<file path="config.mk">
export PLATFORM = sky130hd
export DESIGN_NAME = url_percent_decoder
export DESIGN_NICKNAME = d
export VERILOG_FILES = /design/src/sv/upd_pkg.sv /design/src/sv/upd_decode.sv /design/src/sv/url_percent_decoder.sv
export SDC_FILE = /design/constraint.sdc
export NUM_CORES = 1
export LEC_CHECK = 0
export ABC_AREA = 1
export BUFFER_PORTS_ARGS = -buffer_cell sky130_fd_sc_hd__buf_2
export CAP_MARGIN = 15
export CELL_PAD_IN_SITES_DETAIL_PLACEMENT = 0
export CELL_PAD_IN_SITES_GLOBAL_PLACEMENT = 1
export CORE_UTILIZATION = 45
export CTS_BUF_LIST = sky130_fd_sc_hd__clkbuf_16
export CTS_CLUSTER_DIAMETER = 50
export DETAILED_ROUTE_END_ITERATION = 12
export GPL_TIMING_DRIVEN = 1
export MAX_ROUTING_LAYER = met4
export PLACE_DENSITY_LB_ADDON = 0.1
export RECOVER_POWER = 50
export SYNTH_ARGS = -nofsm -noshare
export SYNTH_HDL_FRONTEND = slang
export SYNTH_HIERARCHICAL = 1
export SYNTH_SLANG_ARGS = --single-unit
export TNS_END_PERCENT = 100
</file>
<file path="constraint.sdc">
create_clock -name clk -period 5.8 [get_ports clk]
set_clock_uncertainty 0.2 [all_clocks]
set_input_delay 0.87 -clock clk [delete_from_list [all_inputs] [get_ports clk]]
set_output_delay 0.87 -clock clk [all_outputs]
set_load 0.005 [all_outputs]
</file>
<file path="src/sv/upd_pkg.sv">
// upd_pkg: shared types, character codes and the hex digit helper
// used by the url percent decoder modules; no dependencies
package upd_pkg;

  localparam logic [7:0] CH_PERCENT = 8'h25;
  localparam logic [7:0] CH_PLUS    = 8'h2B;
  localparam logic [7:0] CH_HASH    = 8'h23;
  localparam logic [7:0] CH_SPACE   = 8'h20;
  localparam logic [7:0] CH_NUL     = 8'h00;
  localparam logic [3:0] DigitBaseAlpha = 4'd10;

  typedef enum logic [2:0] {
    PH_NORMAL,
    PH_HEX1,
    PH_HEX2,
    PH_SKIP,
    PH_FAILED
  } phase_t;

  typedef enum logic [1:0] {
    OC_CONT,
    OC_OK,
    OC_FAIL
  } outcome_t;

  typedef struct packed {
    logic       out_valid;
    logic [7:0] out_byte;
    outcome_t   outcome;
    logic       string_end;
  } res_t;

  typedef struct packed {
    logic       bad;
    logic [3:0] val;
  } nibble_t;

  function automatic nibble_t nibble_value(input logic [7:0] c);
    nibble_t n;
    n.bad = 1'b0;
    n.val = 4'd0;
    if (c >= 8'h30 && c <= 8'h39) begin
      n.val = c[3:0];
    end else if ((c >= 8'h41 && c <= 8'h46) || (c >= 8'h61 && c <= 8'h66)) begin
      n.val = c[3:0] - 4'd1 + DigitBaseAlpha;
    end else begin
      n.bad = 1'b1;
    end
    return n;
  endfunction

endpackage

</file>
<file path="src/sv/upd_decode.sv">
// upd_decode: per-byte decode step, next phase and high nibble from the
// current state and one registered input byte; depends on upd_pkg
module upd_decode (
  input  upd_pkg::phase_t phase,
  input  logic [3:0]      high_nibble,
  input  logic [7:0]      in_byte,
  input  logic            is_last,
  output upd_pkg::phase_t phase_next,
  output logic [3:0]      high_nibble_next,
  output upd_pkg::res_t   res_next
);
  import upd_pkg::*;

  nibble_t nib;

  always_comb begin
    nib              = nibble_value(in_byte);
    phase_next       = phase;
    high_nibble_next = high_nibble;
    res_next         = '0;
    res_next.outcome = OC_CONT;
    res_next.string_end = is_last;

    unique case (phase)
      PH_HEX1: begin
        if (nib.bad || is_last) begin
          res_next.outcome = OC_FAIL;
          phase_next       = PH_FAILED;
        end else begin
          high_nibble_next = nib.val;
          phase_next       = PH_HEX2;
        end
      end
      PH_HEX2: begin
        if (nib.bad) begin
          res_next.outcome = OC_FAIL;
          phase_next       = PH_FAILED;
        end else begin
          res_next.out_valid = 1'b1;
          res_next.out_byte  = {high_nibble, nib.val};
          phase_next         = PH_NORMAL;
        end
      end
      PH_SKIP: begin
        phase_next = PH_SKIP;
      end
      PH_FAILED: begin
        res_next.outcome = OC_FAIL;
      end
      default: begin
        phase_next = PH_NORMAL;
        priority if (in_byte == CH_PERCENT) begin
          if (is_last) begin
            res_next.outcome = OC_FAIL;
            phase_next       = PH_FAILED;
          end else begin
            phase_next = PH_HEX1;
          end
        end else if (in_byte == CH_PLUS) begin
          res_next.out_valid = 1'b1;
          res_next.out_byte  = CH_SPACE;
        end else if (in_byte == CH_HASH) begin
          phase_next = PH_SKIP;
        end else if (in_byte == CH_NUL) begin
          res_next.outcome = OC_FAIL;
          phase_next       = PH_FAILED;
        end else begin
          res_next.out_valid = 1'b1;
          res_next.out_byte  = in_byte;
        end
      end
    endcase

    if (is_last) begin
      if (res_next.outcome != OC_FAIL) begin
        res_next.outcome = OC_OK;
      end
      phase_next       = PH_NORMAL;
      high_nibble_next = 4'd0;
    end
  end

endmodule

</file>
<file path="src/sv/url_percent_decoder.sv">
// url_percent_decoder: an input transfer goes to the input register, then its
// result to the output register; throughput one byte per cycle when res_stall
// does not hold the result; a single decode step lies between the input register
// and the result register; synchronous active-high reset empties both registers,
// phase to normal, high nibble to zero; depends on upd_pkg and upd_decode
module url_percent_decoder (
  input  logic       clk,
  input  logic       rst,
  input  logic       in_valid,
  output logic       in_stall,
  input  logic [7:0] in_byte,
  input  logic       is_last,
  output logic       res_valid,
  input  logic       res_stall,
  output logic       out_valid,
  output logic [7:0] out_byte,
  output logic [1:0] outcome,
  output logic       string_end
);
  import upd_pkg::*;

  logic       in_full;
  logic [7:0] byte_q;
  logic       last_q;
  phase_t     phase;
  phase_t     phase_next;
  logic [3:0] high_nibble;
  logic [3:0] high_nibble_next;
  res_t       res;
  res_t       res_next;
  logic       move;
  logic       accept;

  assign move     = in_full && (!res_valid || !res_stall);
  assign in_stall = in_full && !move;
  assign accept   = in_valid && !in_stall;

  upd_decode u_decode (
    .phase            (phase),
    .high_nibble      (high_nibble),
    .in_byte          (byte_q),
    .is_last          (last_q),
    .phase_next       (phase_next),
    .high_nibble_next (high_nibble_next),
    .res_next         (res_next)
  );

  always_ff @(posedge clk) begin
    if (rst) begin
      in_full     <= 1'b0;
      res_valid   <= 1'b0;
      phase       <= PH_NORMAL;
      high_nibble <= 4'd0;
    end else begin
      if (accept) begin
        in_full <= 1'b1;
      end else if (move) begin
        in_full <= 1'b0;
      end
      if (move) begin
        res_valid   <= 1'b1;
        phase       <= phase_next;
        high_nibble <= high_nibble_next;
      end else if (!res_stall) begin
        res_valid <= 1'b0;
      end
    end
  end

  // payload registers
  always_ff @(posedge clk) begin
    if (accept) begin
      byte_q <= in_byte;
      last_q <= is_last;
    end
    if (move) begin
      res <= res_next;
    end
  end

  assign out_valid  = res.out_valid;
  assign out_byte   = res.out_byte;
  assign outcome    = res.outcome;
  assign string_end = res.string_end;

endmodule

</file>
; After elaboration in Yosys (flattened, before gate mapping)
; Cells that the tools add are included.
; W data, S select, Z words.
[totals]
register_bits = 30
inputBits = 13
out_inout_bits = 14
elab_cells = 82
[op_classes]
n_addsub = 2
magnitude_cmp = 6
eq_ne = 11
muxes = 34
reduce_logical = 19
[op_table]
columns = cell, count
row1 = $mux W9, 4
row2 = $eq A8 B6 Y1 const B, 3
row3 = $mux W3, 7
row4 = $mux W4, 5
row5 = $pmux W9 S2, 1
row6 = $ge A8 B7 Y1 const B, 2
row7 = $le A8 B7 Y1 const B, 2
row8 = $mux W2, 8
row9 = $pmux W3 S4, 1
row10 = $mux W11, 1
row11 = $ge A8 B6 Y1 const B, 1
row12 = $le A8 B6 Y1 const B, 1
row13 = $logic_not A8 Y1, 1
row14 = $pmux W2 S4, 1
row15 = $eq A3 B2 Y1 const B, 2
row16 = $logic_and A1 B1 Y1, 6
row17 = $mux W1, 6
row18 = $ne A2 B2 Y1 const B, 3
row19 = $add A4 B4 Y4 const B, 1
row20 = $logic_not A1 Y1, 4
row21 = $reduce_bool A2 Y1, 2
row22 = $sub A4 B1 Y4 const B, 1
row23 = $eq A3 B1 Y1 const B, 1
row24 = $eq A3 B3 Y1 const B, 1
row25 = 5 further kinds, 7

; Longest topological paths before layout
; Gate-level depths: netlist of run 1.
[logic_depth]
word_depth = 11
depth_mapped = 15
mapped_depth_nobuf = 15

; By module
; Netlist of run 1, hierarchy kept.
[by_module_without_submodules]
columns = module, instances, cells_each, area_per_inst_um2, seq_area_each_um2
row1 = url_percent_decoder, 1, 79, 1048.5, 810.8
row2 = upd_decode, 1, 113, 654.4, 0.0

; Worst setup path before layout of run 1
; OpenSTA, ideal clock, no wires.
[synth_timing]
kind = input to output
startpoint = in res_stall
endpoint = out in_stall
arrival_time_ps = 1037
required_ps = 4730
slack_ps = 3693
path_stages = 2
n_path_buf = 0
cell_sequence = nand3_1 > inv_1
[synth_via]
elab_chain_len = 5
[synth_rtl]
columns = item, line
row1 = from (decl), url_percent_decoder.sv:14  ; input logic res_stall,
row2 = $logic_not A1 Y1, n/a
row3 = $logic_or A1 B1 Y1, url_percent_decoder.sv:34  ; assign move = in_full && (!res_valid || !res_stall);
row4 = $logic_and A1 B1 Y1, url_percent_decoder.sv:34
row5 = $logic_not A1 Y1, url_percent_decoder.sv:35  ; assign in_stall = in_full && !move;
row6 = $logic_and A1 B1 Y1, url_percent_decoder.sv:35
row7 = to (decl), url_percent_decoder.sv:10  ; output logic in_stall,
; Every way passes these cells.

; Worst setup path in the final report of run 1
[layout_timing]
startpoint = reg in_full
endpoint = out in_stall
[layout_via]
elab_chain_len = 3
[layout_rtl]
columns = item, line
row1 = from (decl), url_percent_decoder.sv:22  ; logic in_full;
row2 = from (signal assigned), url_percent_decoder.sv:50  ; in_full <= 1'b0;
row3 = from (signal assigned), url_percent_decoder.sv:56  ; in_full <= 1'b1;
row4 = from (signal assigned), url_percent_decoder.sv:58  ; in_full <= 1'b0;
row5 = $logic_and A1 B1 Y1, url_percent_decoder.sv:34
row6 = $logic_not A1 Y1, url_percent_decoder.sv:35
row7 = $logic_and A1 B1 Y1 (*), url_percent_decoder.sv:35
; Every way passes the cells marked *; elsewhere a longest branch is shown, timed or not.

==> results of run 1 <==
cell type report:
| class | count | area (µm²) | share of cell area, % |
|---|---|---|---|
| clock inverters | 3 | 11.3 | 0.573 |
| clock buffers | 5 | 125 | 6.36 |
| repair buffers | 27 | 133 | 6.74 |
| well taps | 46 | 57.6 | 2.93 |
| inverters | 28 | 110 | 5.60 |
| flip-flops and latches | 30 | 811 | 41.2 |
| multi-input cells | 128 | 719 | 36.6 |
cells in the mapped netlist, types with 2 or more instances:
master / instances
nand3_1: 17
nor2_1: 16
nor3_1: 2
xor2_1: 3
nand3_2: 4
a21oi_1: 13
dfxtp_1: 9
nand2_1: 38
inv_1: 19
nor2_4: 2
buf_4: 2
nand2_2: 6
o21ai_0: 4
nand3_4: 2
edfxtp_1: 21
ha_1: 4
inv_2: 7
nand2_4: 2
nor2_2: 5
buf_6: 4
o21ai_1: 4
worst min-delay path: cells and delay by family, from the launching register on:
family	cells	cell delay, ns
flops	1	0.33
simple gates	1	0.08
compound gates	1	0.04
cells by family (layout without fill, tap and decap cells):
kind of cell,after synthesis,in the layout,share of synthesized area (%)
adder cells (fa/ha/maj),4,4,2.94
AO/OA/AOI/OAI,25,25,8.45
XOR/XNOR,3,3,1.54
buffers and inverters,34,63,9.99
flip-flops,30,30,47.6
AND/OR/NAND/NOR,96,96,29.5
metal layers:
layer | vias to the layer above | share of wire, % | global-route usage, %
li1 | 686 | - | -
met1 | 564 | 46 | 19.6
met2 | 41 | 47 | 29.1
met3 | 8 | 4.5 | 6.52
met4 | 0 | 1.8 | 7.67
met5 | - | 0 | -
registers in the layout (all words and copies together) (netlist names):
signal / flops
byte_q: 8
out_byte: 8
high_nibble: 4
phase: 3
outcome: 2
in_full: 1
last_q: 1
out_valid: 1
res_valid: 1
string_end: 1
report_power, final:
part           leakage [nW]  total, mW  internal [mW]  switching (mW)
Clock                0.0776      0.227          0.153          0.0741
Sequential            0.276      0.258          0.247          0.0113
Combinational         0.514     0.0734         0.0279          0.0455
Total                 0.867      0.558          0.427           0.131
final timing paths:
kind	start	to	slack, ns	depth (start not counted)
worst max-delay path	in_full$_SDFFE_PP0P_	in_stall	3.36	3
worst min-delay path	high_nibble[1]$_SDFFE_PP0P_	high_nibble[1]$_SDFFE_PP0P_	0.29	2
worst max register to register	byte_q[0]$_DFFE_PP_	phase[2]$_SDFFE_PP0P_	3.73	14
worst min register to register	high_nibble[1]$_SDFFE_PP0P_	high_nibble[1]$_SDFFE_PP0P_	0.29	2
cells in the final DEF (no fill, tap or decap), types with 2 or more instances in the layout:
master,instances
nand3_1,17
nor2_1,16
buf_2,22
clkbuf_16,5
inv_1,22
nand3_4,2
xor2_1,3
dfxtp_1,9
nor2_2,5
o21ai_1,4
nand2_4,2
nor3_1,2
a21oi_1,13
inv_2,7
clkbuf_1,4
nand3_2,4
nor2_4,2
nand2_2,5
ha_1,4
nand2_1,39
o21ai_0,4
edfxtp_1,21
through the flow:
step           hold slack [ns]  worst slack, ns  utilization, %  cells
3_3_place_gp             0.275             3.34            52.8    258
6_report                 0.290             3.36            56.7    267
2_1_floorplan            0.252             3.69               -    192
5_1_grt                  0.346             3.25            56.7    267
4_1_cts                  0.295             3.36            56.7    266
3_5_place_dp             0.284             3.31            52.8    258
==> out/metrics.yaml, run 1 <==
status: "completed"
period_share_pct: 42.0
globalRoute.totalOverflow: 0
fin_tns_setup_ns: 0
final_max_slew_viol_count: 0
syn_area_um2: 1700
cp.required_ns: 4.73
ys_warn_count: 6
antennaDiodeCount: 0
place.detailed.hpwl_mm: 2.37
antenna_left: 0
die_h_um: 63.5
clkSlewWorstSetupHoldPaths_ns: 0.04
antenna_found_initial: 0
synthArstFlopShare_pct: 0
crit_arrival_ns: 1.37
cpPeakStageDelay_ns: 0.68
synthTopCellsByArea: "edfxtp_1 37%, dfxtp_1 11%, nand2_1 8.4%"
power.total_mw: 0.558
grt_pass1_vias: 1238
synth.distinct_cells: 29
via_count: 1299
hold_viol_final: 0
power.leakage_nw: 0.867
cts_max_level: 2
path_buf_inv: 2
holdCritPathClass: "flip-flop to flip-flop"
peakVddDrop_mv: 0.185
rows: 21
synth-edff-count: 21
cap_viol_max_count: 0
wirelength_mm: 3.13
yosys_register_bits: 30
fp.coreArea_um2: 3470
synthCells: 192
drive_gt1_share_pct: 26.7
yosysTopAreaCell: "edfxtp_1"
worstPathMaxFanout: 16
ioPinCount: 27
syn_to_final_growth_pct: 15.5
vias_per_cell: 4.87
io_buffer_count: 26
period_needed_ns: 2.44
clock_sinks: 30
synth_nets: 209
initial_core_util_pct: 49.1
dpl_cell_area_um2: 1830
insertion_delay_ns: 0.26
post-cts-setup-buffer-count: 0
rsz0062_at_grt: "no"
crit_path_start_kind: "flip-flop"
dieArea_um2: 4030
cts_made_buffers: 5
cts_resized: 0
power_density_nw_per_um2: 284
endpoint_kind: "primary output"
die_w_um: 63.5
grtUsageTotal_pct: 17.9
cts_tree: "yes"
ctsHoldBuffers: 0
dr.pass1.iters: 4
slowest_stage: "dfxtp_1"
cts_buffer_depth: 2
critPathKind: "flip-flop to primary output"
place_congestion: 0.906
cts_root_buf: "clkbuf_16"
path_cells: "nand3_1 -> inv_1 -> buf_2"
drt_iter0_markers: 44
fillCellCount: 342
wl_per_cell_um: 11.7
synth_top_area_share_pct: 37.0
slew_headroom_pct: 61.7
synth_flop_cell: "edfxtp_1"
finalSetupViolCount: 0
drc: 0
cp_top_family: "flip-flops"
grt_start_max_net_pins: 17
avgSynthCellArea_um2: 8.87
fmax_mhz: 410
tightest_slew_ns: 0.574
fin_area_um2: 1970
final_nets: 237
yosysSeqAreaShare_pct: 47.6
grt_pass1_wl_mm: 5.29
Power figures use the tool's default switching activity.
==> run 2: changes to the inputs <==
--- a/config.mk
+++ b/config.mk
@@ -10,7 +10,7 @@
 export CAP_MARGIN = 15
 export CELL_PAD_IN_SITES_DETAIL_PLACEMENT = 0
 export CELL_PAD_IN_SITES_GLOBAL_PLACEMENT = 1
-export CORE_UTILIZATION = 45
+export CORE_UTILIZATION = 38
 export CTS_BUF_LIST = sky130_fd_sc_hd__clkbuf_16
 export CTS_CLUSTER_DIAMETER = 50
 export DETAILED_ROUTE_END_ITERATION = 12
==> constraint.sdc (replaced) <==
create_clock -name clk -period 2 [get_ports clk]
set_clock_uncertainty 0.2 [all_clocks]
set_input_delay 0.3 -clock clk [delete_from_list [all_inputs] [get_ports clk]]
set_output_delay 0.3 -clock clk [all_outputs]
set_load 0.005 [all_outputs]
==> run 2 against run 1 <==
Net effect: combinational power increased to 3.5 times the previous value; routed wire length is 11% higher; first-iteration DRC count up 41%; via count grew 5.1%; total power grew to 3.0 times the previous value; register-to-register slack lost 3.7 ns; sequential power grew to 2.9 times the previous value; highest routed layer unchanged.
==> out/metrics.yaml, run 2 (synthesis results as in run 1) <==
fmax_mhz: 509
via_count: 1365
peakVddDrop_mv: 0.412
grt_pass1_vias: 1194
layout_setup_ws_ns: 0.0348
worstPathMaxFanout: 5
crit_arrival_ns: 1.98
cp_top_family: "simple AND/OR/NAND/NOR gates"
seqCellArea_um2: 811
dieArea_um2: 4750
crit_path_start_kind: "flip-flop"
insertion_delay_ns: 0.27
critPathKind: "flip-flop to flip-flop"
endpoint_kind: "flip-flop"
clock_sinks: 30
grtUsageTotal_pct: 17.0
period_needed_ns: 1.97
power.leakage_nw: 0.933
finalSetupViolCount: 0
fillCellCount: 405
worstRegToRegCells: 12
path_cells: "ha_4 -> o21ai_2 -> nand2_2 -> nand2_4 -> buf_4 -> xor2_2 -> nor2_1 -> nor2_1 -> inv_1 -> nand3_1 -> nand2_1 -> nor2_1"
path_buf_inv: 2
period_share_pct: 98.3
grt_pass1_wl_mm: 5.51
place_congestion: 0.907
holdCritPathClass: "primary input to flip-flop"
dr.max_layer_used: "met4"
power_density_nw_per_um2: 782
dpl.cell_count: 267
post-place-ws_ns: 0.0114
crit_cells: 12
drt_iter0_markers: 62
drc: 0
fp.coreArea_um2: 4140
final_max_slew_viol_count: 0
ioPinCount: 27
antennaDiodeCount: 0
antenna_left: 0
globalRoute.totalOverflow: 0
fin_cells: 285
tightest_slew_ns: 0.357
fin_area_um2: 2150
cts_made_buffers: 5
die_w_um: 68.9
grt_start_max_net_pins: 16
power.total_mw: 1.68
dr.pass1.iters: 4
io_buffer_count: 26
dr_wl_met3_um: 195
final_cell_mix: "35 x nand2_1, 26 x buf_2, 21 x edfxtp_1"
cts_buffer_depth: 2
cts_root_buf: "clkbuf_16"
crit_top_cell: "nor2_1"
fin_tns_setup_ns: 0
finalCoreUtilization_pct: 52.0
final_nets: 251
wirelength_mm: 3.47
multiInputGateArea_um2: 785
r2r-end: "high_nibble[0]$_SDFFE_PP0P_"
vias_per_cell: 4.79
layout_commonest_cell: "nand2_1"
antenna_found_initial: 0
cts_max_level: 2
wl_met1_mm: 1.63
dpl_cell_area_um2: 1870
cp.required_ns: 2.01
die_h_um: 68.9
worstReg2RegStart: "byte_q[0]$_DFFE_PP_"
cpPeakStageDelay_ns: 0.45
cap_viol_max_count: 0
crit_path_end: "high_nibble[0]$_SDFFE_PP0P_"
cts_tree: "yes"
syn_to_final_growth_pct: 26.5
rsz0062_at_grt: "yes"
slew_headroom_pct: 76.0
status: "completed"
initial_core_util_pct: 41.1
rows: 23
crit_path_start: "byte_q[0]$_DFFE_PP_"
hold_ws_ns: 0.00601
worst-r2r-setup-slack_ns: 0.03
clkSlewWorstSetupHoldPaths_ns: 0.05
slowest_stage: "edfxtp_1"
drive_gt1_share_pct: 35.3
wl_per_cell_um: 12.2
place.detailed.hpwl_mm: 2.54
route.met2.wl_mm: 1.62
hold_viol_final: 0
-- run 2: cell count changes in the layout (fill, tap and decap cells not counted), moves of 2 or more --
cell,delta
inv_2,+2
clkbuf_1,-4
nand2_1,-4
nand2_2,+4
buf_2,+4
inv_1,-4
dlygate4sd3_1,+5
buf_4,+8
ha_4,+2
ha_1,-2
-- run 2: cell type report --
| type | instances | share of cell area [%] |
|---|---|---|
| Clock buffer | 5 | 5.81 |
| Tap cell | 50 | 2.91 |
| Clock inverter | 3 | 0.581 |
| Sequential cell | 30 | 37.7 |
| Inverter | 28 | 5.11 |
| Timing Repair Buffer | 40 | 11.5 |
| Multi-Input combinational cell | 129 | 36.4 |
-- run 2: how the worst min path moves through the flow --
| stage | from | endpoint | cells after the start |
|---|---|---|---|
| 6_report | in_byte[0] | byte_q[0]$_DFFE_PP_ | 1 |
| 3_5_place_dp | high_nibble[0]$_SDFFE_PP0P_ | high_nibble[0]$_SDFFE_PP0P_ | 2 |
| 4_1_cts | in_byte[0] | byte_q[0]$_DFFE_PP_ | 1 |
| 3_3_place_gp | high_nibble[0]$_SDFFE_PP0P_ | high_nibble[0]$_SDFFE_PP0P_ | 2 |
| 5_1_grt | in_byte[1] | byte_q[1]$_DFFE_PP_ | 1 |
| 2_1_floorplan | rst | in_full$_SDFFE_PP0P_ | 1 |
-- run 2: what timing repair did --
action                                 CTS  global route
endpoints found under the hold margin    3             2
hold buffers                             3             2
setup endpoints to repair                0            10
setup buffers                            0             4
gates resized for setup                  0            13
-- run 2: where the power goes --
group	leakage, nW	total [mW]	internal, mW	switching (mW)
Combinational	0.585	0.257	0.104	0.153
Clock	0.0724	0.689	0.447	0.241
Sequential	0.276	0.738	0.714	0.0240
-- run 2: metal layers --
metal / global-route usage [%] / vias up
met5: - / -
met4: 6.12 / 0
met3: 5.43 / 2
met2: 26.6 / 38
met1: 20.6 / 619
li1: - / 706
